File: config.mk
export PLATFORM = sky130hd
export DESIGN_NAME = clock_face_led_updater_flat
export DESIGN_NICKNAME = d
export VERILOG_FILES = /design/src/rtl/cfu_pkg.sv /design/src/rtl/cfu_if.sv /design/src/rtl/cfu_apb_regs.sv /design/src/rtl/clock_face_led_updater.sv /design/src/flat_wrapper.sv
export SDC_FILE = /design/constraint.sdc
export NUM_CORES = 1
export LEC_CHECK = 0
export BUFFER_PORTS_ARGS = -buffer_cell sky130_fd_sc_hd__buf_2
export CORE_MARGIN = 2
export CORE_UTILIZATION = 25
export DETAILED_ROUTE_END_ITERATION = 12
export GPL_TIMING_DRIVEN = 0
export MAX_ROUTING_LAYER = met4
export REMOVE_ABC_BUFFERS = 1
export SYNTH_ARGS = -nofsm -noshare
export SYNTH_HDL_FRONTEND = slang
export SYNTH_SLANG_ARGS = --single-unit
File: constraint.sdc
create_clock -name clk_i -period 14.6 [get_ports clk_i]
set_input_delay 2.92 -clock clk_i [delete_from_list [all_inputs] [get_ports clk_i]]
set_output_delay 2.92 -clock clk_i [all_outputs]
set_load 0.005 [all_outputs]
File: src/rtl/cfu_pkg.sv
// types, constants and decode functions shared by the clock face led updater
`timescale 1ns / 1ps

package cfu_pkg;

  localparam int unsigned LED_COUNT  = 60;
  localparam int unsigned MAX_WRITES = 6;

  typedef logic [23:0] color_t;
  typedef logic [5:0]  pos_t;
  typedef logic [2:0]  wr_cnt_t;

  typedef enum logic [1:0] {
    REG_HOUR,
    REG_MINUTE,
    REG_SECOND,
    REG_BACKGROUND
  } reg_idx_e;

  typedef struct packed {
    color_t hour;
    color_t minute;
    color_t second;
    color_t background;
  } colors_t;

  typedef struct packed {
    pos_t   index;
    color_t color;
  } led_wr_t;

  // minute or second bcd to binary, clamped to 59
  function automatic pos_t ms_position(logic [6:0] bcd);
    logic [6:0] bin;
    bin = 7'(bcd[6:4]) * 7'd10 + 7'(bcd[3:0]);
    if (bin > 7'd59) begin
      bin = 7'd59;
    end
    return bin[5:0];
  endfunction

  // hour bcd to hand position, (hour mod 12) * 5
  function automatic pos_t hour_position(logic [5:0] bcd);
    logic [5:0] bin;
    bin = 6'(bcd[5:4]) * 6'd10 + 6'(bcd[3:0]);
    if (bin >= 6'd36) begin
      bin = bin - 6'd36;
    end else if (bin >= 6'd24) begin
      bin = bin - 6'd24;
    end else if (bin >= 6'd12) begin
      bin = bin - 6'd12;
    end
    return bin * 6'd5;
  endfunction

  // mirrored physical led number
  function automatic pos_t mirror(pos_t p);
    return (p == '0) ? '0 : pos_t'(LED_COUNT) - p;
  endfunction

endpackage

File: src/rtl/cfu_if.sv
// valid/ready channels for time readings and led writes
`timescale 1ns / 1ps

interface cfu_time_if;
  logic       valid;
  logic       ready;
  logic [5:0] hour_bcd;
  logic [6:0] minute_bcd;
  logic [6:0] second_bcd;

  modport source (output valid, hour_bcd, minute_bcd, second_bcd, input ready);
  modport sink   (input valid, hour_bcd, minute_bcd, second_bcd, output ready);
endinterface

interface cfu_led_if;
  logic        valid;
  logic        ready;
  logic [5:0]  led_index;
  logic [23:0] led_color;
  logic        last_write;

  modport source (output valid, led_index, led_color, last_write, input ready);
  modport sink   (input valid, led_index, led_color, last_write, output ready);
endinterface

File: src/rtl/cfu_apb_regs.sv
// apb colour registers of the clock face led updater
`timescale 1ns / 1ps

module cfu_apb_regs (
  input  logic             clk_i,
  input  logic             rst_ni,
  input  logic             psel,
  input  logic             penable,
  input  logic             pwrite,
  input  logic [3:0]       paddr,
  input  logic [31:0]      pwdata,
  output logic [31:0]      prdata,
  output logic             pready,
  output cfu_pkg::colors_t colors_o
);
  import cfu_pkg::*;

  colors_t  colors_q, colors_d;
  reg_idx_e idx;
  logic     wr_en;

  assign idx    = reg_idx_e'(paddr[3:2]);
  assign wr_en  = psel & penable & pwrite;
  assign pready = 1'b1;

  always_comb begin
    colors_d = colors_q;
    if (wr_en) begin
      unique case (idx)
        REG_HOUR:       colors_d.hour       = pwdata[23:0];
        REG_MINUTE:     colors_d.minute     = pwdata[23:0];
        REG_SECOND:     colors_d.second     = pwdata[23:0];
        REG_BACKGROUND: colors_d.background = pwdata[23:0];
        default:        colors_d = colors_q;
      endcase
    end
  end

  always_comb begin
    unique case (idx)
      REG_HOUR:       prdata = {8'h00, colors_q.hour};
      REG_MINUTE:     prdata = {8'h00, colors_q.minute};
      REG_SECOND:     prdata = {8'h00, colors_q.second};
      REG_BACKGROUND: prdata = {8'h00, colors_q.background};
      default:        prdata = '0;
    endcase
  end

  always_ff @(posedge clk_i or negedge rst_ni) begin
    if (!rst_ni) begin
      colors_q.hour       <= 24'hFF0000;
      colors_q.minute     <= 24'h00FF00;
      colors_q.second     <= 24'h0000FF;
      colors_q.background <= 24'h000000;
    end else begin
      colors_q <= colors_d;
    end
  end

  assign colors_o = colors_q;

endmodule

File: src/rtl/clock_face_led_updater.sv
// top level of the clock face led updater
//
//   channel  dir  carries                              handshake
//   time_i   in   hour_bcd, minute_bcd, second_bcd     valid/ready
//   led_o    out  led_index, led_color, last_write     valid/ready
//   apb      in   colour registers at 0x0, 0x4, 0x8, 0xc   psel/penable, pready high
//
// a reading passes an input register, is planned combinationally into 2 to 6
// led writes for the write queue, and the writes leave one a cycle through the
// output register while led_o is ready; the queue sets the rate: a reading waits
// in the input register and enters the queue as the previous last write leaves it
// reset clears hand positions, toggle flag, queue count and valid flags
`timescale 1ns / 1ps

module clock_face_led_updater (
  input  logic        clk_i,
  input  logic        rst_ni,
  cfu_time_if.sink    time_i,
  cfu_led_if.source   led_o,
  input  logic        psel,
  input  logic        penable,
  input  logic        pwrite,
  input  logic [3:0]  paddr,
  input  logic [31:0] pwdata,
  output logic [31:0] prdata,
  output logic        pready
);
  import cfu_pkg::*;

  colors_t colors;

  cfu_apb_regs u_regs (
    .clk_i    (clk_i),
    .rst_ni   (rst_ni),
    .psel     (psel),
    .penable  (penable),
    .pwrite   (pwrite),
    .paddr    (paddr),
    .pwdata   (pwdata),
    .prdata   (prdata),
    .pready   (pready),
    .colors_o (colors)
  );

  // input register
  logic       in_valid_q;
  logic [5:0] hour_bcd_q;
  logic [6:0] minute_bcd_q;
  logic [6:0] second_bcd_q;

  // hand state
  pos_t hour_pos_q, minute_pos_q, second_pos_q;
  logic show_minute_q;

  // write queue
  led_wr_t slot_q [MAX_WRITES];
  wr_cnt_t cnt_q;

  // output register
  logic    out_valid_q;
  led_wr_t out_q;
  logic    out_last_q;

  logic    out_load, job_load, in_take;
  pos_t    h, m, s;
  logic    coincide;
  logic [MAX_WRITES-1:0] en;
  led_wr_t cand [MAX_WRITES];
  led_wr_t list [MAX_WRITES];
  wr_cnt_t k;

  assign out_load = (cnt_q != '0) && (!out_valid_q || led_o.ready);
  assign job_load = in_valid_q && ((cnt_q == '0) || ((cnt_q == 3'd1) && out_load));
  assign time_i.ready = !in_valid_q || job_load;
  assign in_take  = time_i.valid && time_i.ready;

  assign h = hour_position(hour_bcd_q);
  assign m = ms_position(minute_bcd_q);
  assign s = ms_position(second_bcd_q);
  assign coincide = (h == m);

  always_comb begin
    en[0]   = (h != hour_pos_q);
    en[1]   = (m != minute_pos_q);
    en[2]   = (s != second_pos_q);
    en[3]   = 1'b1;
    en[4]   = !coincide;
    en[5]   = 1'b1;
    cand[0] = '{index: mirror(hour_pos_q),   color: colors.background};
    cand[1] = '{index: mirror(minute_pos_q), color: colors.background};
    cand[2] = '{index: mirror(second_pos_q), color: colors.background};
    if (coincide) begin
      cand[3] = '{index: mirror(m),
                  color: show_minute_q ? colors.minute : colors.hour};
    end else begin
      cand[3] = '{index: mirror(h), color: colors.hour};
    end
    cand[4] = '{index: mirror(m), color: colors.minute};
    cand[5] = '{index: mirror(s), color: colors.second};
    k = '0;
    for (int i = 0; i < MAX_WRITES; i++) begin
      list[i] = '0;
    end
    for (int i = 0; i < MAX_WRITES; i++) begin
      if (en[i]) begin
        list[k] = cand[i];
        k       = k + 3'd1;
      end
    end
  end

  always_ff @(posedge clk_i or negedge rst_ni) begin
    if (!rst_ni) begin
      in_valid_q    <= 1'b0;
      hour_pos_q    <= '0;
      minute_pos_q  <= '0;
      second_pos_q  <= '0;
      show_minute_q <= 1'b0;
      cnt_q         <= '0;
      out_valid_q   <= 1'b0;
    end else begin
      if (in_take) begin
        in_valid_q <= 1'b1;
      end else if (job_load) begin
        in_valid_q <= 1'b0;
      end
      if (job_load) begin
        hour_pos_q   <= h;
        minute_pos_q <= m;
        second_pos_q <= s;
        if (coincide) begin
          show_minute_q <= !show_minute_q;
        end
        cnt_q <= k;
      end else if (out_load) begin
        cnt_q <= cnt_q - 3'd1;
      end
      if (out_load) begin
        out_valid_q <= 1'b1;
      end else if (led_o.ready) begin
        out_valid_q <= 1'b0;
      end
    end
  end

  // payload registers
  always_ff @(posedge clk_i) begin
    if (in_take) begin
      hour_bcd_q   <= time_i.hour_bcd;
      minute_bcd_q <= time_i.minute_bcd;
      second_bcd_q <= time_i.second_bcd;
    end
    if (job_load) begin
      for (int i = 0; i < MAX_WRITES; i++) begin
        slot_q[i] <= list[i];
      end
    end else if (out_load) begin
      for (int i = 0; i < MAX_WRITES - 1; i++) begin
        slot_q[i] <= slot_q[i+1];
      end
    end
    if (out_load) begin
      out_q      <= slot_q[0];
      out_last_q <= (cnt_q == 3'd1);
    end
  end

  assign led_o.valid      = out_valid_q;
  assign led_o.led_index  = out_q.index;
  assign led_o.led_color  = out_q.color;
  assign led_o.last_write = out_last_q;

endmodule
File: src/flat_wrapper.sv
// flat-port wrapper written by rule: the top's interface ports become plain ports
module clock_face_led_updater_flat import cfu_pkg::*;
  (clk_i, rst_ni, psel, penable, pwrite, paddr, pwdata, prdata, pready, time_i_valid, time_i_hour_bcd, time_i_minute_bcd, time_i_second_bcd, time_i_ready, led_o_valid, led_o_led_index, led_o_led_color, led_o_last_write, led_o_ready);
  cfu_time_if time_i_i ();
  cfu_led_if led_o_i ();
  input  logic clk_i;
  input  logic rst_ni;
  input  logic psel;
  input  logic penable;
  input  logic pwrite;
  input  logic [3:0] paddr;
  input  logic [31:0] pwdata;
  output logic [31:0] prdata;
  output logic pready;
  input wire logic [$bits(time_i_i.valid)-1:0] time_i_valid;
  input wire logic [$bits(time_i_i.hour_bcd)-1:0] time_i_hour_bcd;
  input wire logic [$bits(time_i_i.minute_bcd)-1:0] time_i_minute_bcd;
  input wire logic [$bits(time_i_i.second_bcd)-1:0] time_i_second_bcd;
  output wire logic [$bits(time_i_i.ready)-1:0] time_i_ready;
  output wire logic [$bits(led_o_i.valid)-1:0] led_o_valid;
  output wire logic [$bits(led_o_i.led_index)-1:0] led_o_led_index;
  output wire logic [$bits(led_o_i.led_color)-1:0] led_o_led_color;
  output wire logic [$bits(led_o_i.last_write)-1:0] led_o_last_write;
  input wire logic [$bits(led_o_i.ready)-1:0] led_o_ready;
  assign time_i_i.valid = time_i_valid;
  assign time_i_i.hour_bcd = time_i_hour_bcd;
  assign time_i_i.minute_bcd = time_i_minute_bcd;
  assign time_i_i.second_bcd = time_i_second_bcd;
  assign time_i_ready = time_i_i.ready;
  assign led_o_valid = led_o_i.valid;
  assign led_o_led_index = led_o_i.led_index;
  assign led_o_led_color = led_o_i.led_color;
  assign led_o_last_write = led_o_i.last_write;
  assign led_o_i.ready = led_o_ready;
  clock_face_led_updater u_core (.clk_i(clk_i), .rst_ni(rst_ni), .time_i(time_i_i), .led_o(led_o_i), .psel(psel), .penable(penable), .pwrite(pwrite), .paddr(paddr), .pwdata(pwdata), .prdata(prdata), .pready(pready));
endmodule
==> results of run 1 <==
[how the worst max path moves through the flow]
stage          cells past startpoint                             end                      startpoint
2_1_floorplan                     21  u_core.slot_q[5][26]$_DFFE_PP_  u_core.hour_bcd_q[4]$_DFFE_PP_
3_3_place_gp                      20  u_core.slot_q[5][26]$_DFFE_PP_  u_core.hour_bcd_q[5]$_DFFE_PP_
3_5_place_dp                      26  u_core.slot_q[2][13]$_DFFE_PP_  u_core.hour_bcd_q[4]$_DFFE_PP_
4_1_cts                           25  u_core.slot_q[2][13]$_DFFE_PP_  u_core.hour_bcd_q[5]$_DFFE_PP_
5_1_grt                           24  u_core.slot_q[2][13]$_DFFE_PP_  u_core.hour_bcd_q[5]$_DFFE_PP_
6_report                          25  u_core.slot_q[2][27]$_DFFE_PP_  u_core.hour_bcd_q[5]$_DFFE_PP_
[layout make-up]
cell class / instances / area, um^2 / area share, %
inverter: 47 / 183.9 / 0.7422
antenna: 11 / 27.53 / 0.1111
tap: 1144 / 1431 / 5.776
clock inverter: 25 / 222.7 / 0.8987
sequential: 351 / 9970 / 40.23
multi-input combinational: 1459 / 10690 / 43.12
timing repair buffer: 138 / 1135 / 4.579
clock buffer: 49 / 1126 / 4.544
[worst register-to-register path, stage by stage, from the launching register on]
cell                        delay, ns
sky130_fd_sc_hd__edfxtp_1        0.58
sky130_fd_sc_hd__fa_1            0.60
sky130_fd_sc_hd__xor2_2          0.38
sky130_fd_sc_hd__inv_1           0.21
sky130_fd_sc_hd__ha_1            0.27
sky130_fd_sc_hd__a21boi_0        0.22
sky130_fd_sc_hd__a22o_1          0.26
sky130_fd_sc_hd__a211o_1         0.30
sky130_fd_sc_hd__a311oi_4        0.51
sky130_fd_sc_hd__ha_1            0.22
sky130_fd_sc_hd__ha_1            0.13
sky130_fd_sc_hd__inv_1           0.05
sky130_fd_sc_hd__fa_1            0.42
sky130_fd_sc_hd__xor2_1          0.17
sky130_fd_sc_hd__a2111oi_0       0.43
sky130_fd_sc_hd__a211oi_2        0.20
sky130_fd_sc_hd__xnor2_1         0.49
sky130_fd_sc_hd__nand2_1         0.38
sky130_fd_sc_hd__fa_1            1.23
sky130_fd_sc_hd__ha_1            0.56
sky130_fd_sc_hd__nor2b_1         0.24
sky130_fd_sc_hd__nand4_1         0.14
sky130_fd_sc_hd__nand3_1         0.27
sky130_fd_sc_hd__a22oi_4         1.09
sky130_fd_sc_hd__nand2_2         0.92
sky130_fd_sc_hd__o31ai_1         0.50
[kinds of logic (layout without fill, tap and decap cells)]
kind of cell | Yosys count | in the layout | share of synthesized area, %
xor gates and xnor gates | 42 | 42 | 1.894
AOI/OAI and AO/OA | 702 | 702 | 23.75
and+or+nand+nor | 480 | 480 | 9.997
muxes | 181 | 181 | 10.54
DFF | 351 | 351 | 46.72
other | 2 | 20 | 0.03519
buffers and inverters | 215 | 259 | 4.251
adders and majority gates | 45 | 45 | 2.814
[layout by cell type, fill, tap and decap left out, types with 11 or more instances in the layout]
cell type,synthesis,final
sky130_fd_sc_hd__a221oi_1,63,63
sky130_fd_sc_hd__nor2_1,90,88
sky130_fd_sc_hd__xor2_1,18,18
sky130_fd_sc_hd__edfxtp_1,231,231
sky130_fd_sc_hd__a2bb2oi_1,43,43
sky130_fd_sc_hd__a22o_1,27,27
sky130_fd_sc_hd__and2_1,17,14
sky130_fd_sc_hd__dfstp_2,24,24
sky130_fd_sc_hd__buf_2,26,108
sky130_fd_sc_hd__a21oi_1,64,62
sky130_fd_sc_hd__a221o_1,18,18
sky130_fd_sc_hd__nor3_1,22,21
sky130_fd_sc_hd__dfrtp_1,96,96
sky130_fd_sc_hd__diode_2,0,11
sky130_fd_sc_hd__o21ai_0,153,153
sky130_fd_sc_hd__mux4_2,24,24
sky130_fd_sc_hd__o22ai_1,24,24
sky130_fd_sc_hd__o31ai_1,39,39
sky130_fd_sc_hd__o221ai_1,15,15
sky130_fd_sc_hd__nand2_1,246,242
sky130_fd_sc_hd__xnor2_1,20,19
sky130_fd_sc_hd__a21o_1,19,19
sky130_fd_sc_hd__clkbuf_16,0,41
sky130_fd_sc_hd__a31oi_1,15,13
sky130_fd_sc_hd__a22oi_1,49,49
sky130_fd_sc_hd__ha_1,40,40
sky130_fd_sc_hd__nand3_1,29,27
sky130_fd_sc_hd__inv_1,45,43
sky130_fd_sc_hd__o211ai_1,22,22
sky130_fd_sc_hd__and3_1,21,21
sky130_fd_sc_hd__mux2_2,110,110
sky130_fd_sc_hd__o211a_1,27,27
sky130_fd_sc_hd__mux2i_1,47,47
sky130_fd_sc_hd__o21ai_1,38,38
[power groups by stage]
stage	Clock [mW]	Sequential [mW]	Combinational, mW
CTS	1.06	1.95	3.96
global route	1.10	2.00	4.33
global placement	0	1.99	3.72
finish	1.04	1.95	4.03
floorplan	0	1.89	2.52
detailed placement	0	1.97	3.95
[layer usage]
metal	GRT usage, %	routed length [um]	vias up
met5	-	0	-
met4	5.395	2190	0
met3	3.710	7272	151
met2	25.91	33530	908
met1	21.53	29500	8682
li1	-	-	7862
[stage by stage]
step / std cells / TNS [ns] / setup WS (ns) / instance area, um^2 / hold WS (ns)
2_1_floorplan: 1857 / 0 / 5.499 / 20630 / 0.4003
3_3_place_gp: 3110 / -0.8874 / -0.4974 / 22610 / 0.4032
3_5_place_dp: 3139 / 0 / 3.853 / 23410 / 0.4045
4_1_cts: 3213 / 0 / 3.844 / 24760 / 0.4149
5_1_grt: 3224 / 0 / 3.067 / 24780 / 0.4238
6_report: 3224 / 0 / 3.665 / 24780 / 0.4081
[state kept, by name (all words and copies together) (netlist names)]
name                     cells
u_core.cnt_q                 3
u_core.led_o.last_write      1
u_core.u_regs.colors_o      96
u_core.slot_q              180
u_core.show_minute_q         1
u_core.minute_bcd_q          7
u_core.second_bcd_q          7
u_core.minute_pos_q          6
u_core.hour_pos_q            6
u_core.led_o.led_color      24
u_core.hour_bcd_q            6
u_core.led_o.led_index       6
u_core.led_o.valid           1
u_core.in_valid_q            1
u_core.second_pos_q          6
==> impl_metrics.xml, run 1 <==
<?xml version="1.0" encoding="UTF-8"?>
<metrics>
  <group name="status">
    <metric name="status" unit="">finished with violations</metric>
    <metric name="failed_checks" unit="">max-capacitance violations, max-slew violations</metric>
  </group>
  <group name="synthesis">
    <metric name="ys_top_cells_by_area" unit="">sky130_fd_sc_hd__edfxtp_1 33%, sky130_fd_sc_hd__dfrtp_1 11%, sky130_fd_sc_hd__mux2_2 5.8%, sky130_fd_sc_hd__nand2_1 4.3%, sky130_fd_sc_hd__o21ai_0 3.6%</metric>
    <metric name="synth_seq_area_share" unit="%">46.72</metric>
    <metric name="ys_seq_elements" unit="">351</metric>
    <metric name="avgSynthCellArea" unit="um^2">10.57</metric>
    <metric name="synth_edf_count" unit="">231</metric>
    <metric name="post_synth_most_frequent_cells" unit="">246 x sky130_fd_sc_hd__nand2_1, 231 x sky130_fd_sc_hd__edfxtp_1, 153 x sky130_fd_sc_hd__o21ai_0</metric>
    <metric name="yosysWarningCount" unit="">0</metric>
    <metric name="synthArstFlopShare" unit="%">34.19</metric>
    <metric name="netlist.top_cell.by_area" unit="">sky130_fd_sc_hd__edfxtp_1</metric>
    <metric name="netlist.area_leader.share" unit="%">32.51</metric>
    <metric name="cell_with_the_most_instances_after_synthesis" unit="">sky130_fd_sc_hd__nand2_1</metric>
    <metric name="ys_dominant_reg_cell" unit="">sky130_fd_sc_hd__edfxtp_1</metric>
    <metric name="synth.cell_area" unit="um^2">21340</metric>
    <metric name="synthDistinctLibCells" unit="">91</metric>
    <metric name="synth_cells" unit="">2018</metric>
  </group>
  <group name="clock_network">
    <metric name="clock_tree.buffer_depth" unit="">3</metric>
    <metric name="clockRootBuffer" unit="">sky130_fd_sc_hd__clkbuf_16</metric>
    <metric name="cts_hold_repair.buffers" unit="">0</metric>
    <metric name="resized_gates_after_cts" unit="">0</metric>
    <metric name="number_of_levels_the_h_tree_was_split_into" unit="">2</metric>
    <metric name="cts_inserted_buffers" unit="">40</metric>
    <metric name="clock_tree_from_tritoncts" unit="">done</metric>
    <metric name="postCtsSetupRepairBufs" unit="">0</metric>
    <metric name="cts.reportedPaths.clkPinSlew" unit="ns">0.07</metric>
    <metric name="clock_latency" unit="ns">0.58</metric>
    <metric name="clkSinkCount" unit="">351</metric>
  </group>
  <group name="floorplan">
    <metric name="placementRows" unit="">107</metric>
    <metric name="fp.dieArea" unit="um^2">87710</metric>
    <metric name="initial_core_util" unit="%">25.14</metric>
    <metric name="ioPinCount" unit="">129</metric>
    <metric name="core_area" unit="um^2">84880</metric>
    <metric name="die_h" unit="um">296.2</metric>
    <metric name="die_width" unit="um">296.2</metric>
  </group>
  <group name="cells_and_area">
    <metric name="flow.area_growth_from_synthesis" unit="%">16.14</metric>
    <metric name="number_of_fill_cells" unit="">8769</metric>
    <metric name="final_nets" unit="">2145</metric>
    <metric name="drive_above_1_share" unit="%">20.15</metric>
    <metric name="final_util" unit="%">29.20</metric>
  </group>
  <group name="sta">
    <metric name="layout_worst_path_cycle_share" unit="%">74.90</metric>
    <metric name="setup_repair_after_global_routing_missed_its_margin" unit="">no</metric>
    <metric name="timing.clock.skew" unit="ns">0.03108</metric>
    <metric name="setup_viol_count_final" unit="">0</metric>
    <metric name="timing.final.hold_violations" unit="">0</metric>
    <metric name="max_clock_freq" unit="MHz">91.45</metric>
    <metric name="final_max_slew_viol_count" unit="">28</metric>
    <metric name="slew-limit-headroom" unit="%">-1.482</metric>
    <metric name="transition_time_of_the_tightest_slew_check_pin" unit="ns">1.522</metric>
    <metric name="final_period_minus_worst_setup_slack" unit="ns">10.93</metric>
  </group>
  <group name="global_route">
    <metric name="grt_use_total" unit="%">16.68</metric>
    <metric name="grt_overflow" unit="">0</metric>
    <metric name="grt_antenna_before_repair" unit="">12</metric>
    <metric name="grt_pass1_vias" unit="">16897</metric>
    <metric name="grt_max_degree" unit="">113</metric>
    <metric name="grt_first_pass_wirelength" unit="mm">108.8</metric>
  </group>
  <group name="routing">
    <metric name="drt_pre_antenna_iters" unit="">5</metric>
    <metric name="wl" unit="mm">72.50</metric>
    <metric name="post_drt_via_cell_ratio" unit="">5.460</metric>
    <metric name="via_count" unit="">17603</metric>
    <metric name="final_antenna_net_count" unit="">0</metric>
    <metric name="drc_errors" unit="">0</metric>
    <metric name="first_iter_violations" unit="">2239</metric>
    <metric name="route.detailed.wl_per_inst" unit="um">22.49</metric>
  </group>
  <group name="place">
    <metric name="placement.io_buffers" unit="">109</metric>
    <metric name="globalplace.congestion" unit="">0.8594</metric>
    <metric name="hpwlAfterDp" unit="mm">45.07</metric>
  </group>
  <group name="setup_path">
    <metric name="critical_path.most_common_cell" unit="">sky130_fd_sc_hd__ha_1</metric>
    <metric name="timing.critical_path.to_type" unit="">flop</metric>
    <metric name="start_kind" unit="">flop</metric>
    <metric name="critical_path_buf_inv_count" unit="">2</metric>
    <metric name="reg2reg_depth" unit="">25</metric>
    <metric name="r2r_setup_slack" unit="ns">3.67</metric>
    <metric name="crit_path_largest_cell_delay" unit="ns">1.23</metric>
    <metric name="critPathRequiredTime" unit="ns">14.98</metric>
    <metric name="worstReg2RegStart" unit="">u_core.hour_bcd_q[5]$_DFFE_PP_</metric>
    <metric name="timing.setup.critical_path_class" unit="">reg2reg</metric>
    <metric name="critPathSlowestCell" unit="">sky130_fd_sc_hd__fa_1</metric>
    <metric name="capture_instance_of_the_worst_register_to_register_path" unit="">u_core.slot_q[2][27]$_DFFE_PP_</metric>
    <metric name="path_delay_family" unit="">compound AO/OA/AOI/OAI gates</metric>
    <metric name="cp_data_arrival_time" unit="ns">11.31</metric>
    <metric name="timing.critical_path.fanout_max" unit="">29</metric>
  </group>
  <group name="pwr">
    <metric name="power_switching_share" unit="%">46.81</metric>
    <metric name="power.combinational.fraction" unit="%">57.3</metric>
    <metric name="pleak" unit="nW">9.449</metric>
    <metric name="pwr-share-clk" unit="%">14.9</metric>
    <metric name="seqPwrFrac" unit="%">27.8</metric>
    <metric name="irDropWorstVdd" unit="V">0.0001695</metric>
    <metric name="finalPower" unit="mW">7.028</metric>
    <metric name="power_density" unit="nW/um^2">283.6</metric>
    <metric name="netSwitchingPower" unit="mW">3.290</metric>
    <metric name="cellInternalPower" unit="mW">3.738</metric>
  </group>
  <group name="min_path">
    <metric name="min-delay-start" unit="">u_core.slot_q[0][22]$_DFFE_PP_</metric>
    <metric name="hold-path-endpoint" unit="">u_core.led_o.led_color[22]$_DFFE_PP_</metric>
    <metric name="hold_wc_path_type" unit="">reg2reg</metric>
    <metric name="hold-path-cell-count" unit="">0</metric>
  </group>
  <group name="flow_run">
    <metric name="drv_cap" unit="">1</metric>
  </group>
</metrics>
(Power assumes the default switching activity.)
==> run 2: changes to the inputs <==
==> constraint.sdc (replaced) <==
create_clock -name clk_i -period 9.2 [get_ports clk_i]
set_input_delay 1.84 -clock clk_i [delete_from_list [all_inputs] [get_ports clk_i]]
set_output_delay 1.84 -clock clk_i [all_outputs]
set_load 0.005 [all_outputs]
==> run 2 against run 1 <==
Effect of this change:
- the flow now finishes without violations
- non-clock buffer count grew 12
- die area is the same
- fmax grew 25%
- sequential share of layout area shrank 0.43 points
- first-iteration DRC count grew 0.27%
- final area grew 1.1%
- global-route usage grew 0.28 points
- flip-flop and latch count is the same
- utilization grew 0.31 points
- final cell count grew 0.47%
- critical endpoint is now u_core.slot_q[3][2]$_DFFE_PP_
- largest cell class unchanged
- largest power group unchanged
- highest routed layer unchanged
==> impl_metrics.xml, run 2 (same netlist as run 1, synthesis figures left out) <==
<?xml version="1.0" encoding="UTF-8"?>
<metrics>
  <group name="floorplan">
    <metric name="fp.dieArea" unit="um^2">87710</metric>
    <metric name="initial_core_util" unit="%">25.14</metric>
    <metric name="core_area" unit="um^2">84880</metric>
    <metric name="placementRows" unit="">107</metric>
    <metric name="ioPinCount" unit="">129</metric>
    <metric name="die_width" unit="um">296.2</metric>
    <metric name="die_h" unit="um">296.2</metric>
  </group>
  <group name="global_route">
    <metric name="grt_pass1_vias" unit="">17040</metric>
    <metric name="grt_overflow" unit="">0</metric>
    <metric name="grt_first_pass_wirelength" unit="mm">110.5</metric>
    <metric name="grt_antenna_before_repair" unit="">12</metric>
    <metric name="grt_use_total" unit="%">16.97</metric>
    <metric name="grt_max_degree" unit="">113</metric>
  </group>
  <group name="setup_path">
    <metric name="timing.critical_path.to_type" unit="">flop</metric>
    <metric name="critPathSlowestCell" unit="">sky130_fd_sc_hd__fa_1</metric>
    <metric name="critical_path_buf_inv_count" unit="">4</metric>
    <metric name="timing.setup.critical_path_class" unit="">reg2reg</metric>
    <metric name="crit_path_largest_cell_delay" unit="ns">0.54</metric>
    <metric name="timing.critical_path.fanout_max" unit="">12</metric>
    <metric name="cp_data_arrival_time" unit="ns">9.15</metric>
    <metric name="critPathRequiredTime" unit="ns">9.61</metric>
    <metric name="path_delay_family" unit="">compound AO/OA/AOI/OAI gates</metric>
    <metric name="start_kind" unit="">flop</metric>
    <metric name="critical_path.most_common_cell" unit="">sky130_fd_sc_hd__ha_1</metric>
  </group>
  <group name="routing">
    <metric name="post_drt_via_cell_ratio" unit="">5.507</metric>
    <metric name="route.detailed.wl_per_inst" unit="um">22.74</metric>
    <metric name="drt_pre_antenna_iters" unit="">6</metric>
    <metric name="wl" unit="mm">73.67</metric>
    <metric name="via_count" unit="">17836</metric>
    <metric name="first_iter_violations" unit="">2245</metric>
    <metric name="drc_errors" unit="">0</metric>
    <metric name="final_antenna_net_count" unit="">0</metric>
  </group>
  <group name="sta">
    <metric name="hold_slack" unit="ns">0.4120</metric>
    <metric name="setup-tns-final" unit="ns">0</metric>
    <metric name="setup_viol_count_final" unit="">0</metric>
    <metric name="slew-limit-headroom" unit="%">11.71</metric>
    <metric name="final_max_slew_viol_count" unit="">0</metric>
    <metric name="max_clock_freq" unit="MHz">114.4</metric>
    <metric name="timing.clock.skew" unit="ns">0.03491</metric>
    <metric name="transition_time_of_the_tightest_slew_check_pin" unit="ns">1.321</metric>
    <metric name="timing.final.hold_violations" unit="">0</metric>
    <metric name="final_period_minus_worst_setup_slack" unit="ns">8.741</metric>
    <metric name="layout_worst_path_cycle_share" unit="%">95.01</metric>
    <metric name="postLayoutSetupSlackWorst" unit="ns">0.4590</metric>
  </group>
  <group name="flow_run">
    <metric name="drv_cap" unit="">0</metric>
  </group>
  <group name="pwr">
    <metric name="power_switching_share" unit="%">46.85</metric>
    <metric name="power_density" unit="nW/um^2">452.8</metric>
    <metric name="seqPwrFrac" unit="%">27.3</metric>
    <metric name="pwr-share-clk" unit="%">14.6</metric>
    <metric name="cellInternalPower" unit="mW">6.027</metric>
    <metric name="irDropWorstVdd" unit="V">0.0002673</metric>
    <metric name="power.combinational.fraction" unit="%">58.0</metric>
    <metric name="finalPower" unit="mW">11.34</metric>
    <metric name="netSwitchingPower" unit="mW">5.314</metric>
    <metric name="pleak" unit="nW">9.536</metric>
  </group>
  <group name="cells_and_area">
    <metric name="final_util" unit="%">29.51</metric>
    <metric name="final_cell_area" unit="um^2">25050</metric>
    <metric name="drive_above_1_share" unit="%">21.51</metric>
    <metric name="most-common-layout-cells" unit="">240 x sky130_fd_sc_hd__nand2_1, 231 x sky130_fd_sc_hd__edfxtp_1, 153 x sky130_fd_sc_hd__o21ai_0</metric>
    <metric name="registers.top_by_ff_count" unit="">u_core.slot_q</metric>
    <metric name="flow.area_growth_from_synthesis" unit="%">17.38</metric>
    <metric name="layout_commonest_cell" unit="">sky130_fd_sc_hd__nand2_1</metric>
    <metric name="final_cells" unit="">3239</metric>
    <metric name="largest_register_ff_count" unit="">180</metric>
    <metric name="multi_input_comb_area" unit="um^2">10860</metric>
    <metric name="final_nets" unit="">2159</metric>
    <metric name="layout.area.seq" unit="um^2">9970</metric>
    <metric name="number_of_fill_cells" unit="">8744</metric>
  </group>
  <group name="clock_network">
    <metric name="cts.reportedPaths.clkPinSlew" unit="ns">0.06</metric>
    <metric name="cts_inserted_buffers" unit="">40</metric>
    <metric name="clock_tree.buffer_depth" unit="">3</metric>
    <metric name="clockRootBuffer" unit="">sky130_fd_sc_hd__clkbuf_16</metric>
    <metric name="clkSinkCount" unit="">351</metric>
    <metric name="clock_latency" unit="ns">0.58</metric>
    <metric name="number_of_levels_the_h_tree_was_split_into" unit="">2</metric>
    <metric name="clock_tree_from_tritoncts" unit="">done</metric>
  </group>
  <group name="place">
    <metric name="placed_cells_incl_taps" unit="">3139</metric>
    <metric name="hpwlAfterDp" unit="mm">45.07</metric>
    <metric name="placement.io_buffers" unit="">109</metric>
    <metric name="postPlaceCellArea" unit="um^2">23410</metric>
    <metric name="detailedPlace.worstSlack" unit="ns">-1.547</metric>
    <metric name="globalplace.congestion" unit="">0.8594</metric>
  </group>
  <group name="status">
    <metric name="status" unit="">finished clean</metric>
  </group>
  <group name="min_path">
    <metric name="hold_wc_path_type" unit="">reg2reg</metric>
  </group>
</metrics>
## run 2: cell types whose count changed in the layout (fill, tap and decap cells not counted), moves of 2 or more
| cell | before | now |
|---|---|---|
| sky130_fd_sc_hd__buf_4 | 1 | 13 |
| sky130_fd_sc_hd__nand3_1 | 27 | 25 |
| sky130_fd_sc_hd__nor2_1 | 88 | 86 |
| sky130_fd_sc_hd__nand2_1 | 242 | 240 |
| sky130_fd_sc_hd__nand2_4 | 1 | 3 |
## run 2: power by group through the flow
stage	clock, mW	combinational, mW	sequential (mW)
global placement	0	5.91	3.15
CTS	1.69	6.41	3.09
global route	1.75	7.05	3.18
floorplan	0	4.00	3.01
detailed placement	0	6.27	3.12
finish	1.66	6.58	3.10
## run 2: final cells by class
type                            count  share of cell area [%]
Antenna cell                       12                  0.1199
Clock buffer                       49                   4.496
Clock inverter                     25                  0.8892
Inverter                           47                  0.7393
Multi-Input combinational cell   1461                   43.35
Sequential cell                   351                   39.80
Tap cell                         1144                   5.715
Timing Repair Buffer              150                   4.890
## run 2: layer usage
metal	vias to the layer above	GRT usage, %	routed length (um)
li1	7896	-	-
met4	0	5.864	2464
met1	8785	21.84	29590
met3	173	3.815	7585
met2	982	26.21	34020
met5	-	-	0
## run 2: repair_timing
action / 4_1_cts / 5_1_grt
gates cloned: 2 / 0
gates resized for setup: 25 / 5
setup endpoints to repair: 173 / 159
pin swaps: 5 / 1
hold buffers: 0 / 0
buffers inserted: 9 / 3
## run 2: path summary, 6_finish.rpt
check	start	to	slack [ns]	cells after the start
hold reg to reg	u_core.slot_q[0][22]$_DFFE_PP_	u_core.led_o.led_color[22]$_DFFE_PP_	0.41	0
min in group asynchronous	rst_ni	u_core.u_regs.colors_o[8]$_DFFE_PN0P_	1.22	1
setup reg to reg	u_core.hour_bcd_q[4]$_DFFE_PP_	u_core.slot_q[3][2]$_DFFE_PP_	0.46	30
setup / recovery	u_core.hour_bcd_q[4]$_DFFE_PP_	u_core.slot_q[3][2]$_DFFE_PP_	0.46	30
max in group asynchronous	rst_ni	u_core.u_regs.colors_o[29]$_DFFE_PN1P_	7.17	2
hold / removal	u_core.slot_q[0][22]$_DFFE_PP_	u_core.led_o.led_color[22]$_DFFE_PP_	0.41	0
